### src/rtl/jsu_pkg.sv
// ----------------------------------------------------------------------------
// jsu_pkg
// Shared types and constants of the JSON string unescaper: scan modes,
// controller states, the command and status groups between controller and
// datapath, character codes and code point limits.
// ----------------------------------------------------------------------------
package jsu_pkg;

   // scan mode of the unescaper
   typedef enum logic [1:0] {
      MODE_PLAIN,
      MODE_ESC,
      MODE_HEX,
      MODE_SURR
   } scan_mode_type;

   // controller states
   typedef enum logic [1:0] {
      ST_IDLE,
      ST_FEED,
      ST_EMIT,
      ST_FLUSH
   } ctrl_state_type;

   // what one byte step hands to the output encoder
   typedef enum logic [1:0] {
      EMIT_NONE,
      EMIT_RAW,
      EMIT_CP
   } emit_kind_type;

   typedef struct packed {
      logic accept;
      logic feed;
      logic emit;
      logic flush;
   } dp_cmd_type;

   typedef struct packed {
      logic feed_emits;
      logic feed_done;
      logic emit_last;
      logic item_done;
      logic push_ok;
   } dp_status_type;

   typedef struct packed {
      logic [2:0]      count;
      logic [3:0][7:0] bytes;
   } utf8_seq_type;

   localparam int REPLAY_DEPTH = 6;

   localparam logic [7:0] CHAR_BSLASH = 8'h5c;
   localparam logic [7:0] CHAR_B      = 8'h62;
   localparam logic [7:0] CHAR_F      = 8'h66;
   localparam logic [7:0] CHAR_N      = 8'h6e;
   localparam logic [7:0] CHAR_R      = 8'h72;
   localparam logic [7:0] CHAR_T      = 8'h74;
   localparam logic [7:0] CHAR_U      = 8'h75;
   localparam logic [7:0] CHAR_BS_OUT = 8'h08;
   localparam logic [7:0] CHAR_FF_OUT = 8'h0c;
   localparam logic [7:0] CHAR_LF_OUT = 8'h0a;
   localparam logic [7:0] CHAR_CR_OUT = 8'h0d;
   localparam logic [7:0] CHAR_HT_OUT = 8'h09;

   localparam logic [15:0] HIGH_SURR_MIN = 16'hd800;
   localparam logic [15:0] HIGH_SURR_MAX = 16'hdbff;
   localparam logic [15:0] LOW_SURR_MIN  = 16'hdc00;
   localparam logic [15:0] LOW_SURR_MAX  = 16'hdfff;
   localparam logic [15:0] CP_REPLACE    = 16'hfffd;

   localparam logic [20:0] CP_ONE_MAX   = 21'h00007f;
   localparam logic [20:0] CP_TWO_MAX   = 21'h0007ff;
   localparam logic [20:0] CP_THREE_MAX = 21'h00ffff;
   localparam logic [20:0] CP_SUPP_BASE = 21'h010000;

   localparam logic [7:0] UTF8_LEAD2 = 8'hc0;
   localparam logic [7:0] UTF8_LEAD3 = 8'he0;
   localparam logic [7:0] UTF8_LEAD4 = 8'hf0;
   localparam logic [7:0] UTF8_CONT  = 8'h80;

endpackage

### src/rtl/jsu_ctrl.sv
// ----------------------------------------------------------------------------
// jsu_ctrl
// Controller of the unescaper: takes a request, steps the datapath through
// replayed bytes and the request byte, paces the output bytes and closes
// each run with a flush of the held-back byte.
// ----------------------------------------------------------------------------
module jsu_ctrl
   import jsu_pkg::*;
(
   input  logic          clock,
   input  logic          reset,
   input  logic          req_tvalid,
   output logic          req_tready,
   input  dp_status_type status,
   output dp_cmd_type    cmd
);

   ctrl_state_type state_ff;
   ctrl_state_type state_in;

   always_ff @(posedge clock) begin
      if (reset) begin
         state_ff <= ST_IDLE;
      end else begin
         state_ff <= state_in;
      end
   end

   always_comb begin
      state_in = state_ff;
      unique case (state_ff)
         ST_IDLE: begin
            if (req_tvalid) begin
               state_in = ST_FEED;
            end
         end
         ST_FEED: begin
            if (status.feed_emits) begin
               state_in = ST_EMIT;
            end else if (status.feed_done) begin
               state_in = ST_FLUSH;
            end
         end
         ST_EMIT: begin
            if (status.push_ok && status.emit_last) begin
               state_in = status.item_done ? ST_FLUSH : ST_FEED;
            end
         end
         ST_FLUSH: begin
            if (status.push_ok) begin
               state_in = ST_IDLE;
            end
         end
      endcase
   end

   always_comb begin
      req_tready = 1'b0;
      cmd        = '0;
      unique case (state_ff)
         ST_IDLE: begin
            req_tready = 1'b1;
            cmd.accept = req_tvalid;
         end
         ST_FEED: begin
            cmd.feed = 1'b1;
         end
         ST_EMIT: begin
            cmd.emit = status.push_ok;
         end
         ST_FLUSH: begin
            cmd.flush = status.push_ok;
         end
      endcase
   end

endmodule

### src/rtl/jsu_datapath.sv
// ----------------------------------------------------------------------------
// jsu_datapath
// Datapath of the unescaper: scan state, replay buffer, one byte step of the
// escape decoder, UTF-8 encoder, held-back output byte and response register.
// ----------------------------------------------------------------------------
module jsu_datapath
   import jsu_pkg::*;
(
   input  logic          clock,
   input  logic          reset,
   input  dp_cmd_type    cmd,
   output dp_status_type status,
   input  logic [7:0]    req_tdata,
   input  logic          req_tlast,
   output logic          rsp_tvalid,
   input  logic          rsp_tready,
   output logic [7:0]    rsp_tdata,
   output logic          rsp_tlast
);

   function automatic logic [4:0] hex_nibble(input logic [7:0] b);
      logic [4:0] r;
      if (b >= 8'h30 && b <= 8'h39) begin
         r = {1'b1, b[3:0]};
      end else if ((b >= 8'h61 && b <= 8'h66) || (b >= 8'h41 && b <= 8'h46)) begin
         r = {1'b1, b[3:0] + 4'd9};
      end else begin
         r = 5'd0;
      end
      return r;
   endfunction

   function automatic utf8_seq_type encode_cp(input logic [20:0] cp);
      utf8_seq_type s;
      s.bytes = '0;
      if (cp <= CP_ONE_MAX) begin
         s.count    = 3'd1;
         s.bytes[0] = cp[7:0];
      end else if (cp <= CP_TWO_MAX) begin
         s.count    = 3'd2;
         s.bytes[0] = UTF8_LEAD2 | {3'b000, cp[10:6]};
         s.bytes[1] = UTF8_CONT | {2'b00, cp[5:0]};
      end else if (cp <= CP_THREE_MAX) begin
         s.count    = 3'd3;
         s.bytes[0] = UTF8_LEAD3 | {4'b0000, cp[15:12]};
         s.bytes[1] = UTF8_CONT | {2'b00, cp[11:6]};
         s.bytes[2] = UTF8_CONT | {2'b00, cp[5:0]};
      end else begin
         s.count    = 3'd4;
         s.bytes[0] = UTF8_LEAD4 | {5'b00000, cp[20:18]};
         s.bytes[1] = UTF8_CONT | {2'b00, cp[17:12]};
         s.bytes[2] = UTF8_CONT | {2'b00, cp[11:6]};
         s.bytes[3] = UTF8_CONT | {2'b00, cp[5:0]};
      end
      return s;
   endfunction

   // request and scan state
   logic [7:0]      item_byte_ff;
   logic            item_last_ff;
   logic            item_done_ff, item_done_in;
   scan_mode_type   mode_ff, mode_in;
   logic [15:0]     hex_accum_ff, hex_accum_in;
   logic            hex_ok_ff, hex_ok_in;
   logic [15:0]     high_unit_ff, high_unit_in;
   logic [7:0]      replay_buf_ff [REPLAY_DEPTH];
   logic [2:0]      replay_count_ff, replay_count_in;
   logic [2:0]      queue_len_ff, queue_len_in;
   logic [2:0]      queue_idx_ff, queue_idx_in;

   // output side
   logic [3:0][7:0] emit_bytes_ff, emit_bytes_in;
   logic [2:0]      emit_left_ff, emit_left_in;
   logic [7:0]      pend_byte_ff;
   logic            pend_valid_ff;
   logic [7:0]      rsp_tdata_ff;
   logic            rsp_tlast_ff;
   logic            rsp_tvalid_ff;

   // one byte step
   logic            src_item;
   logic [7:0]      src_byte;
   logic            src_last;
   logic [4:0]      nib;
   logic [15:0]     acc_shift;
   logic            hex_ok_t;
   logic            surr_ok;
   logic            replay;
   logic            buf_wr;
   emit_kind_type   kind;
   logic [20:0]     emit_cp;
   utf8_seq_type    seq;
   logic            push_ok;
   logic            rsp_load;

   assign src_item  = (queue_idx_ff >= queue_len_ff);
   assign src_byte  = src_item ? item_byte_ff : replay_buf_ff[queue_idx_ff];
   assign src_last  = src_item & item_last_ff;
   assign nib       = hex_nibble(src_byte);
   assign acc_shift = {hex_accum_ff[11:0], nib[3:0]};
   assign hex_ok_t  = hex_ok_ff & nib[4];

   always_comb begin
      mode_in         = mode_ff;
      hex_accum_in    = hex_accum_ff;
      hex_ok_in       = hex_ok_ff;
      high_unit_in    = high_unit_ff;
      replay_count_in = replay_count_ff;
      replay          = 1'b0;
      buf_wr          = 1'b0;
      kind            = EMIT_NONE;
      emit_cp         = {13'd0, src_byte};
      surr_ok         = 1'b0;
      unique case (mode_ff)
         MODE_PLAIN: begin
            if (src_byte == CHAR_BSLASH) begin
               if (!src_last) begin
                  mode_in = MODE_ESC;
               end
            end else begin
               kind = EMIT_RAW;
            end
         end
         MODE_ESC: begin
            mode_in = MODE_PLAIN;
            kind    = EMIT_RAW;
            case (src_byte)
               CHAR_B: emit_cp = {13'd0, CHAR_BS_OUT};
               CHAR_F: emit_cp = {13'd0, CHAR_FF_OUT};
               CHAR_N: emit_cp = {13'd0, CHAR_LF_OUT};
               CHAR_R: emit_cp = {13'd0, CHAR_CR_OUT};
               CHAR_T: emit_cp = {13'd0, CHAR_HT_OUT};
               CHAR_U: begin
                  if (!src_last) begin
                     kind            = EMIT_NONE;
                     mode_in         = MODE_HEX;
                     hex_accum_in    = '0;
                     hex_ok_in       = 1'b1;
                     replay_count_in = '0;
                  end
               end
               default: emit_cp = {13'd0, src_byte};
            endcase
         end
         MODE_HEX: begin
            hex_accum_in = acc_shift;
            hex_ok_in    = hex_ok_t;
            if (replay_count_ff >= 3'd3) begin
               mode_in         = MODE_PLAIN;
               replay_count_in = '0;
               if (hex_ok_t && acc_shift >= HIGH_SURR_MIN && acc_shift <= HIGH_SURR_MAX
                   && !src_last) begin
                  mode_in      = MODE_SURR;
                  high_unit_in = acc_shift;
               end else begin
                  kind    = EMIT_CP;
                  emit_cp = {5'd0, hex_ok_t ? acc_shift : CP_REPLACE};
               end
            end else if (src_last) begin
               kind    = EMIT_RAW;
               emit_cp = {13'd0, CHAR_U};
               replay  = 1'b1;
            end else begin
               buf_wr          = 1'b1;
               replay_count_in = replay_count_ff + 3'd1;
            end
         end
         MODE_SURR: begin
            case (replay_count_ff)
               3'd0: surr_ok = (src_byte == CHAR_BSLASH);
               3'd1: begin
                  surr_ok      = (src_byte == CHAR_U);
                  hex_accum_in = '0;
               end
               default: begin
                  surr_ok      = nib[4];
                  hex_accum_in = acc_shift;
               end
            endcase
            if (surr_ok && replay_count_ff >= 3'd5 && acc_shift >= LOW_SURR_MIN
                && acc_shift <= LOW_SURR_MAX) begin
               kind            = EMIT_CP;
               emit_cp         = CP_SUPP_BASE + {1'b0, high_unit_ff[9:0], acc_shift[9:0]};
               mode_in         = MODE_PLAIN;
               replay_count_in = '0;
            end else if (surr_ok && replay_count_ff < 3'd5 && !src_last) begin
               buf_wr          = 1'b1;
               replay_count_in = replay_count_ff + 3'd1;
            end else begin
               kind    = EMIT_CP;
               emit_cp = {5'd0, high_unit_ff};
               replay  = 1'b1;
            end
         end
      endcase
      if (replay) begin
         mode_in         = MODE_PLAIN;
         replay_count_in = '0;
      end
   end

   always_comb begin
      if (kind == EMIT_CP) begin
         seq = encode_cp(emit_cp);
      end else begin
         seq       = '0;
         seq.bytes = {24'd0, emit_cp[7:0]};
         seq.count = (kind == EMIT_RAW) ? 3'd1 : 3'd0;
      end
   end

   always_comb begin
      queue_len_in = queue_len_ff;
      queue_idx_in = queue_idx_ff;
      item_done_in = item_done_ff;
      if (cmd.accept) begin
         item_done_in = 1'b0;
         queue_len_in = '0;
         queue_idx_in = '0;
      end else if (cmd.feed) begin
         if (replay) begin
            queue_len_in = replay_count_ff;
            queue_idx_in = '0;
         end else if (src_item) begin
            item_done_in = 1'b1;
         end else begin
            queue_idx_in = queue_idx_ff + 3'd1;
         end
      end
   end

   always_comb begin
      emit_bytes_in = emit_bytes_ff;
      emit_left_in  = emit_left_ff;
      if (cmd.feed) begin
         emit_bytes_in = seq.bytes;
         emit_left_in  = seq.count;
      end else if (cmd.emit) begin
         emit_bytes_in = {8'd0, emit_bytes_ff[3:1]};
         emit_left_in  = emit_left_ff - 3'd1;
      end
   end

   assign push_ok  = !pend_valid_ff || !rsp_tvalid_ff || rsp_tready;
   assign rsp_load = (cmd.emit || cmd.flush) && pend_valid_ff;

   always_ff @(posedge clock) begin
      if (reset) begin
         mode_ff         <= MODE_PLAIN;
         hex_accum_ff    <= '0;
         hex_ok_ff       <= 1'b1;
         high_unit_ff    <= '0;
         replay_count_ff <= '0;
         queue_len_ff    <= '0;
         queue_idx_ff    <= '0;
         item_done_ff    <= 1'b0;
         emit_left_ff    <= '0;
         pend_valid_ff   <= 1'b0;
         rsp_tvalid_ff   <= 1'b0;
      end else begin
         if (cmd.feed) begin
            mode_ff         <= mode_in;
            hex_accum_ff    <= hex_accum_in;
            hex_ok_ff       <= hex_ok_in;
            high_unit_ff    <= high_unit_in;
            replay_count_ff <= replay_count_in;
         end
         queue_len_ff <= queue_len_in;
         queue_idx_ff <= queue_idx_in;
         item_done_ff <= item_done_in;
         emit_left_ff <= emit_left_in;
         if (cmd.emit) begin
            pend_valid_ff <= 1'b1;
         end else if (cmd.flush) begin
            pend_valid_ff <= 1'b0;
         end
         if (rsp_load) begin
            rsp_tvalid_ff <= 1'b1;
         end else if (rsp_tready) begin
            rsp_tvalid_ff <= 1'b0;
         end
      end
   end

   always_ff @(posedge clock) begin
      if (cmd.accept) begin
         item_byte_ff <= req_tdata;
         item_last_ff <= req_tlast;
      end
      if (cmd.feed && buf_wr) begin
         replay_buf_ff[replay_count_ff] <= src_byte;
      end
      emit_bytes_ff <= emit_bytes_in;
      if (cmd.emit) begin
         pend_byte_ff <= emit_bytes_ff[0];
      end
      if (rsp_load) begin
         rsp_tdata_ff <= pend_byte_ff;
         rsp_tlast_ff <= cmd.flush;
      end
   end

   assign status.feed_emits = (seq.count != 3'd0);
   assign status.feed_done  = src_item && !replay;
   assign status.emit_last  = (emit_left_ff == 3'd1);
   assign status.item_done  = item_done_ff;
   assign status.push_ok    = push_ok;

   assign rsp_tvalid = rsp_tvalid_ff;
   assign rsp_tdata  = rsp_tdata_ff;
   assign rsp_tlast  = rsp_tlast_ff;

endmodule

### src/rtl/json_string_unescape_utf8.sv
// ----------------------------------------------------------------------------
// json_string_unescape_utf8
// Streaming unescaper of JSON string content to UTF-8 bytes.
// ----------------------------------------------------------------------------
// The request channel (req_) carries one content byte of a string in tdata,
// and tlast marks the final byte of the string. The response channel (rsp_)
// carries one UTF-8 byte in tdata, and tlast marks the last byte caused by a
// request; a request that causes no byte gives no response.
// One request at a time is in work. A request is taken in idle, then its
// byte and any held escape bytes replayed as text are stepped through the
// escape decoder one at a time, each step's UTF-8 bytes are pushed out one
// by one, and a flush closes the request; a new request is taken only after
// the flush. Each output byte passes the held-back byte register and then
// the response register.
// The last output byte of a request is held back until the request is done,
// so that its tlast is known; a response register decouples the channels.
// A stalled receiver stalls the output steps; the next request is still
// taken while the final byte waits in the response register.
// Reset (synchronous, active high) returns the block to plain text mode with
// both channels empty.
// ----------------------------------------------------------------------------
module json_string_unescape_utf8
   import jsu_pkg::*;
(
   input  logic       clock,
   input  logic       reset,
   input  logic       req_tvalid,
   output logic       req_tready,
   input  logic [7:0] req_tdata,   // in_byte[7:0]
   input  logic       req_tlast,
   output logic       rsp_tvalid,
   input  logic       rsp_tready,
   output logic [7:0] rsp_tdata,   // out_byte[7:0]
   output logic       rsp_tlast
);

   dp_cmd_type    cmd;
   dp_status_type status;

   jsu_ctrl u_ctrl (
      .clock      (clock),
      .reset      (reset),
      .req_tvalid (req_tvalid),
      .req_tready (req_tready),
      .status     (status),
      .cmd        (cmd)
   );

   jsu_datapath u_datapath (
      .clock      (clock),
      .reset      (reset),
      .cmd        (cmd),
      .status     (status),
      .req_tdata  (req_tdata),
      .req_tlast  (req_tlast),
      .rsp_tvalid (rsp_tvalid),
      .rsp_tready (rsp_tready),
      .rsp_tdata  (rsp_tdata),
      .rsp_tlast  (rsp_tlast)
   );

endmodule

### config.mk
export PLATFORM = sky130hd
export DESIGN_NAME = json_string_unescape_utf8
export DESIGN_NICKNAME = d
export VERILOG_FILES = /design/src/rtl/jsu_pkg.sv /design/src/rtl/jsu_ctrl.sv /design/src/rtl/jsu_datapath.sv /design/src/rtl/json_string_unescape_utf8.sv
export SDC_FILE = /design/constraint.sdc
export NUM_CORES = 1
export LEC_CHECK = 0
export BUFFER_PORTS_ARGS = -buffer_cell sky130_fd_sc_hd__clkbuf_2
export CAP_MARGIN = 20
export CORE_ASPECT_RATIO = 1.2
export CORE_MARGIN = 8
export CORE_UTILIZATION = 65
export CTS_CLUSTER_SIZE = 28
export DETAILED_ROUTE_END_ITERATION = 10
export PLACE_DENSITY = 0.95
export SLEW_MARGIN = 15
export SYNTH_ARGS = -nofsm -noshare
export SYNTH_HDL_FRONTEND = slang
export SYNTH_SLANG_ARGS = --single-unit
### constraint.sdc
create_clock -name clock -period 14.9 [get_ports clock]
set_input_delay 0 -clock clock [delete_from_list [all_inputs] [get_ports clock]]
set_output_delay 0 -clock clock [all_outputs]
set_load 0.03 [all_outputs]
==> impl_metrics.tcl <==
set metrics [dict create \
    reg2reg_depth 19 \
    p_comb_share_pct 12.5 \
    avgRoutedWirePerCell_um 23.85 \
    fp.dieW_um 117.2 \
    max_freq_ghz 0.1564 \
    vias 6690 \
    finalWorstSetupSlack_ns 8.504 \
    die_h_um 137.4 \
    period_minus_slack_ns 6.396 \
    synthCells 763 \
    cp-start-kind "flip-flop" \
    drt_first_pass_iters 7 \
    cts_root_buf "clkbuf_16" \
    synth_top_family_by_area "compound AO/OA/AOI/OAI gates" \
    first_global_vias 6474 \
    port_buffers 23 \
    dp_hpwl_um 15680 \
    grt_max_degree 43 \
    power.clock.fraction_pct 39.5 \
    antenna_found_initial 0 \
    critPathArrivalTime_ns 6.72 \
    final_nets 825 \
    antenna_left 0 \
    grt_pass1_wl_um 36250 \
    cts_resized 0 \
    synth_xor_area_share_pct 0.8771 \
    ios 24 \
    synthSimpleGateAreaFrac_pct 16.96 \
    setup_viol 0 \
    max_slew.worst_pin.slew_ns 1.031 \
    path_buf_inv 3 \
    syn2layout_area_growth_pct 11.48 \
    cp_top_family "compound AO/OA/AOI/OAI gates" \
    crit_cells 19 \
    yosys-mux-area-fraction_pct 6.437 \
    htree_levels 4 \
    hold_slack_ns 0.08239 \
    max_cap_violations 0 \
    drive_gt1_share_pct 12.94 \
    track_usage_pct 30.05 \
    required_ns 15.22 \
    hold_violations 0 \
    finalNonFillerCells 965 \
    hold_depth 5 \
    path_cells "inv_1 > ha_1 > a21o_1 > a31oi_4 > mux2i_4 > inv_1 > ha_1 > nor2_1 > o21a_1 > o21ai_4 > o22ai_1 > o21ai_0 > a21oi_1 > nand2_1 > nor2_1 > nand2_1 > inv_1 > o21ai_0 > a211oi_1" \
    path_clk_slew_ns 0.07 \
    crit_path_max_fanout 17 \
    synth_edf_count 103 \
    switchingPower_uw 303.7 \
    cts_setup_buffers 0 \
    grt-ovfl-total 0 \
    period_share_pct 42.92 \
    wirelength_um 23020 \
    synth_compound_area_share_pct 17.56 \
    slew_headroom_pct 31.29 \
    fin_worst_skew_ns 0.009654 \
    syn_area_mm2 0.007989 \
    start_util_pct 66.26 \
    p_seq_share_pct 48.0 \
    gp_congestion 0.9673 \
    p_leak_nw 3.040 \
    drc 0 \
    critical_path.most_common_cell "inv_1" \
    peakVddDrop_mv 0.1065 \
    end_kind "flip-flop" \
    synth_warnings 0 \
    path_class "reg2reg" \
    crit_path_max_incr_delay_ns 0.80 \
    power.internal_uw 780.3 \
    dpl.cell_count 923 \
    cts_tree "yes" \
    yosysUniqueCellTypes 84 \
    cts_buffer_depth 2 \
    core.rowCount 44 \
    ys_ff_latch 154 \
    hp-class "in2reg" \
    postSynthAreaPerCell_um2 10.47 \
    drv_slew 0 \
    cp_slowest_cell "o22ai_1" \
    ys_seq_area_share_pct 51.50 \
    synthFlopType "edfxtp_1" \
    async_flop_share_pct 0 \
    dieArea_mm2 0.01611 \
    clkLatencyLatePin_ns 0.43 \
    via_per_inst 6.933 \
    rsz0062_at_grt "no" \
    tns_ns 0 \
    core_mm2 0.01206 \
    status "finished, final reports clean" \
    power_density_mw_per_mm2 121.7 \
    cts_buffers 17 \
    pre_cts_slack_ns 9.050 \
    cts_sinks 154 \
    synth_fa_ha_area_share_pct 3.289 \
    drt_iter0_drc 940 \
    diodes 0 \
    swShare_pct 28.02 \
]
## power groups by stage
stage	registers [mW]	logic, mW	clock network, mW
after global routing	0.522	0.144	0.446
after floorplan	0.523	0.0896	0
final	0.520	0.136	0.428
after CTS	0.519	0.131	0.429
after global placement	0.525	0.119	0
after detailed placement	0.527	0.125	0
## cells by family (layout without fill, tap and decap cells)
family / after synthesis / in the layout
compound gates: 203 / 203
xor+xnor: 8 / 8
fa+ha+maj: 21 / 21
buf+inv: 64 / 98
flops: 154 / 154
mux: 34 / 34
other cells: 1 / 8
simple gates: 278 / 278
## sequential cells by signal, summed over array words and instances, names as in the netlist, 3 cells and up, named ones only
| signal | count |
|---|---|
| u_datapath.queue_len_ff | 3 |
| u_datapath.queue_idx_ff | 3 |
| u_datapath.item_byte_ff | 8 |
| u_datapath.rsp_tdata | 8 |
| u_datapath.emit_bytes_ff | 29 |
| u_datapath.pend_byte_ff | 8 |
| u_datapath.emit_left_ff | 3 |
| u_datapath.replay_buf_ff | 48 |
| u_datapath.hex_accum_ff | 12 |
| u_datapath.replay_count_ff | 3 |
| u_datapath.high_unit_ff | 16 |
## per-layer routing
metal / share of wire (%) / track usage, % / routed length (um) / up-vias
met5: 0 / 0 / 0 / -
met4: 4.5 / 15.25 / 1026 / 0
met3: 8.9 / 6.316 / 2055 / 93
met2: 49 / 49.63 / 11350 / 496
met1: 37 / 36.30 / 8586 / 3170
li1: - / - / - / 2931
## repair_timing
action / 4_1_cts / 5_1_grt
hold buffers: 10 / 0
setup endpoints to repair: 0 / 0
endpoints found under the hold margin: 10 / 0
## cells in the final DEF, fill, tap and decap left out, drive strengths merged, types with 5 or more instances in the layout
| cell | instances |
|---|---|
| a211oi | 16 |
| a21o | 6 |
| a21oi | 43 |
| a221oi | 7 |
| a22oi | 16 |
| a31oi | 9 |
| and2 | 12 |
| buf | 8 |
| clkbuf | 40 |
| conb | 8 |
| dfxtp | 51 |
| dlygate4sd3 | 10 |
| edfxtp | 103 |
| ha | 21 |
| inv | 33 |
| mux2 | 20 |
| mux2i | 6 |
| mux4 | 8 |
| nand2 | 82 |
| nand2b | 6 |
| nand3 | 23 |
| nand4 | 9 |
| nor2 | 83 |
| nor2b | 8 |
| nor3 | 19 |
| nor3b | 5 |
| nor4 | 7 |
| o211ai | 5 |
| o21a | 8 |
| o21ai | 39 |
| o221ai | 7 |
| o22ai | 8 |
| o31ai | 9 |
| or3 | 11 |
| xnor2 | 6 |
## path summary, 6_finish.rpt
check	startpoint	end	slack, ns
setup / recovery	u_datapath.queue_len_ff[2]	u_datapath.emit_left_ff[2]	8.50
hold / removal	req_tvalid	u_ctrl.state_ff[0]	0.08
setup reg to reg	u_datapath.queue_len_ff[2]	u_datapath.emit_left_ff[2]	8.50
hold reg to reg	u_datapath.pend_byte_ff[7]	u_datapath.rsp_tdata[7]	0.42
## metrics by stage
step                cell area [um^2]  utilization [%]  power (mW)
global route                    8906            73.87       1.112
floorplan                       8015                -      0.6123
global placement                8223            68.20      0.6431
CTS                             8906            73.87       1.078
detailed placement              8223            68.20      0.6524
finish                          8906            73.87       1.084
## cells in the mapped netlist (3+ instances only)
library cell  count  share of area (%)
edfxtp_1        103                 39
a221oi_1          7               0.77
o21a_1            8               0.75
a211oi_1         16                1.5
o41ai_1           4               0.44
a31oi_1           8               0.63
and2_1           11               0.86
o22ai_1           8               0.63
o211ai_1          5               0.47
o221a_2           3               0.42
xnor2_1           6               0.66
mux2i_4           3               0.85
a21oi_1          43                2.7
nor4_1            6               0.47
nor2b_1           8               0.63
or3_1            11               0.86
dfxtp_1          51                 13
nor3b_1           4               0.38
nor2_1           82                3.9
clkbuf_1         31                1.5
buf_6             3               0.42
a21o_1            6               0.56
ha_1             21                3.3
mux4_2            8                2.3
mux2_2            3               0.42
buf_2             3               0.19
o21ai_1           4               0.25
nand2b_1          6               0.47
o221ai_1          6               0.66
mux2_1           16                2.3
o31ai_1           9               0.85
a22oi_1          16                1.5
nand2_1          81                3.8
nand4_1           9               0.70
inv_1            21               0.99
nor3_1           18                1.1
nand3_1          22                1.4
o21ai_0          33                2.1
inv_2             4               0.19
o2111ai_1         3               0.33
## final cells by class
| class | count | area (um^2) |
|---|---|---|
| clock inverters | 15 | 157.7 |
| clock buffers | 17 | 425.4 |
| fillers | 789 | 3151 |
| flip-flops and latches | 154 | 4114 |
| multi-input cells | 552 | 3638 |
| inverters | 25 | 93.84 |
| well taps | 161 | 201.4 |
| repair buffers | 41 | 275.3 |
## worst register-to-register path, delay by kind of cell, from the launching register on
family	cells	cell delay, ns
muxes	1	0.52
and+or+nand+nor	4	0.79
adders and majority gates	2	0.66
buffers and inverters	3	0.69
AOI/OAI and AO/OA	9	3.25
DFF	1	0.36
No activity file was read; power rests on OpenSTA's default activity.
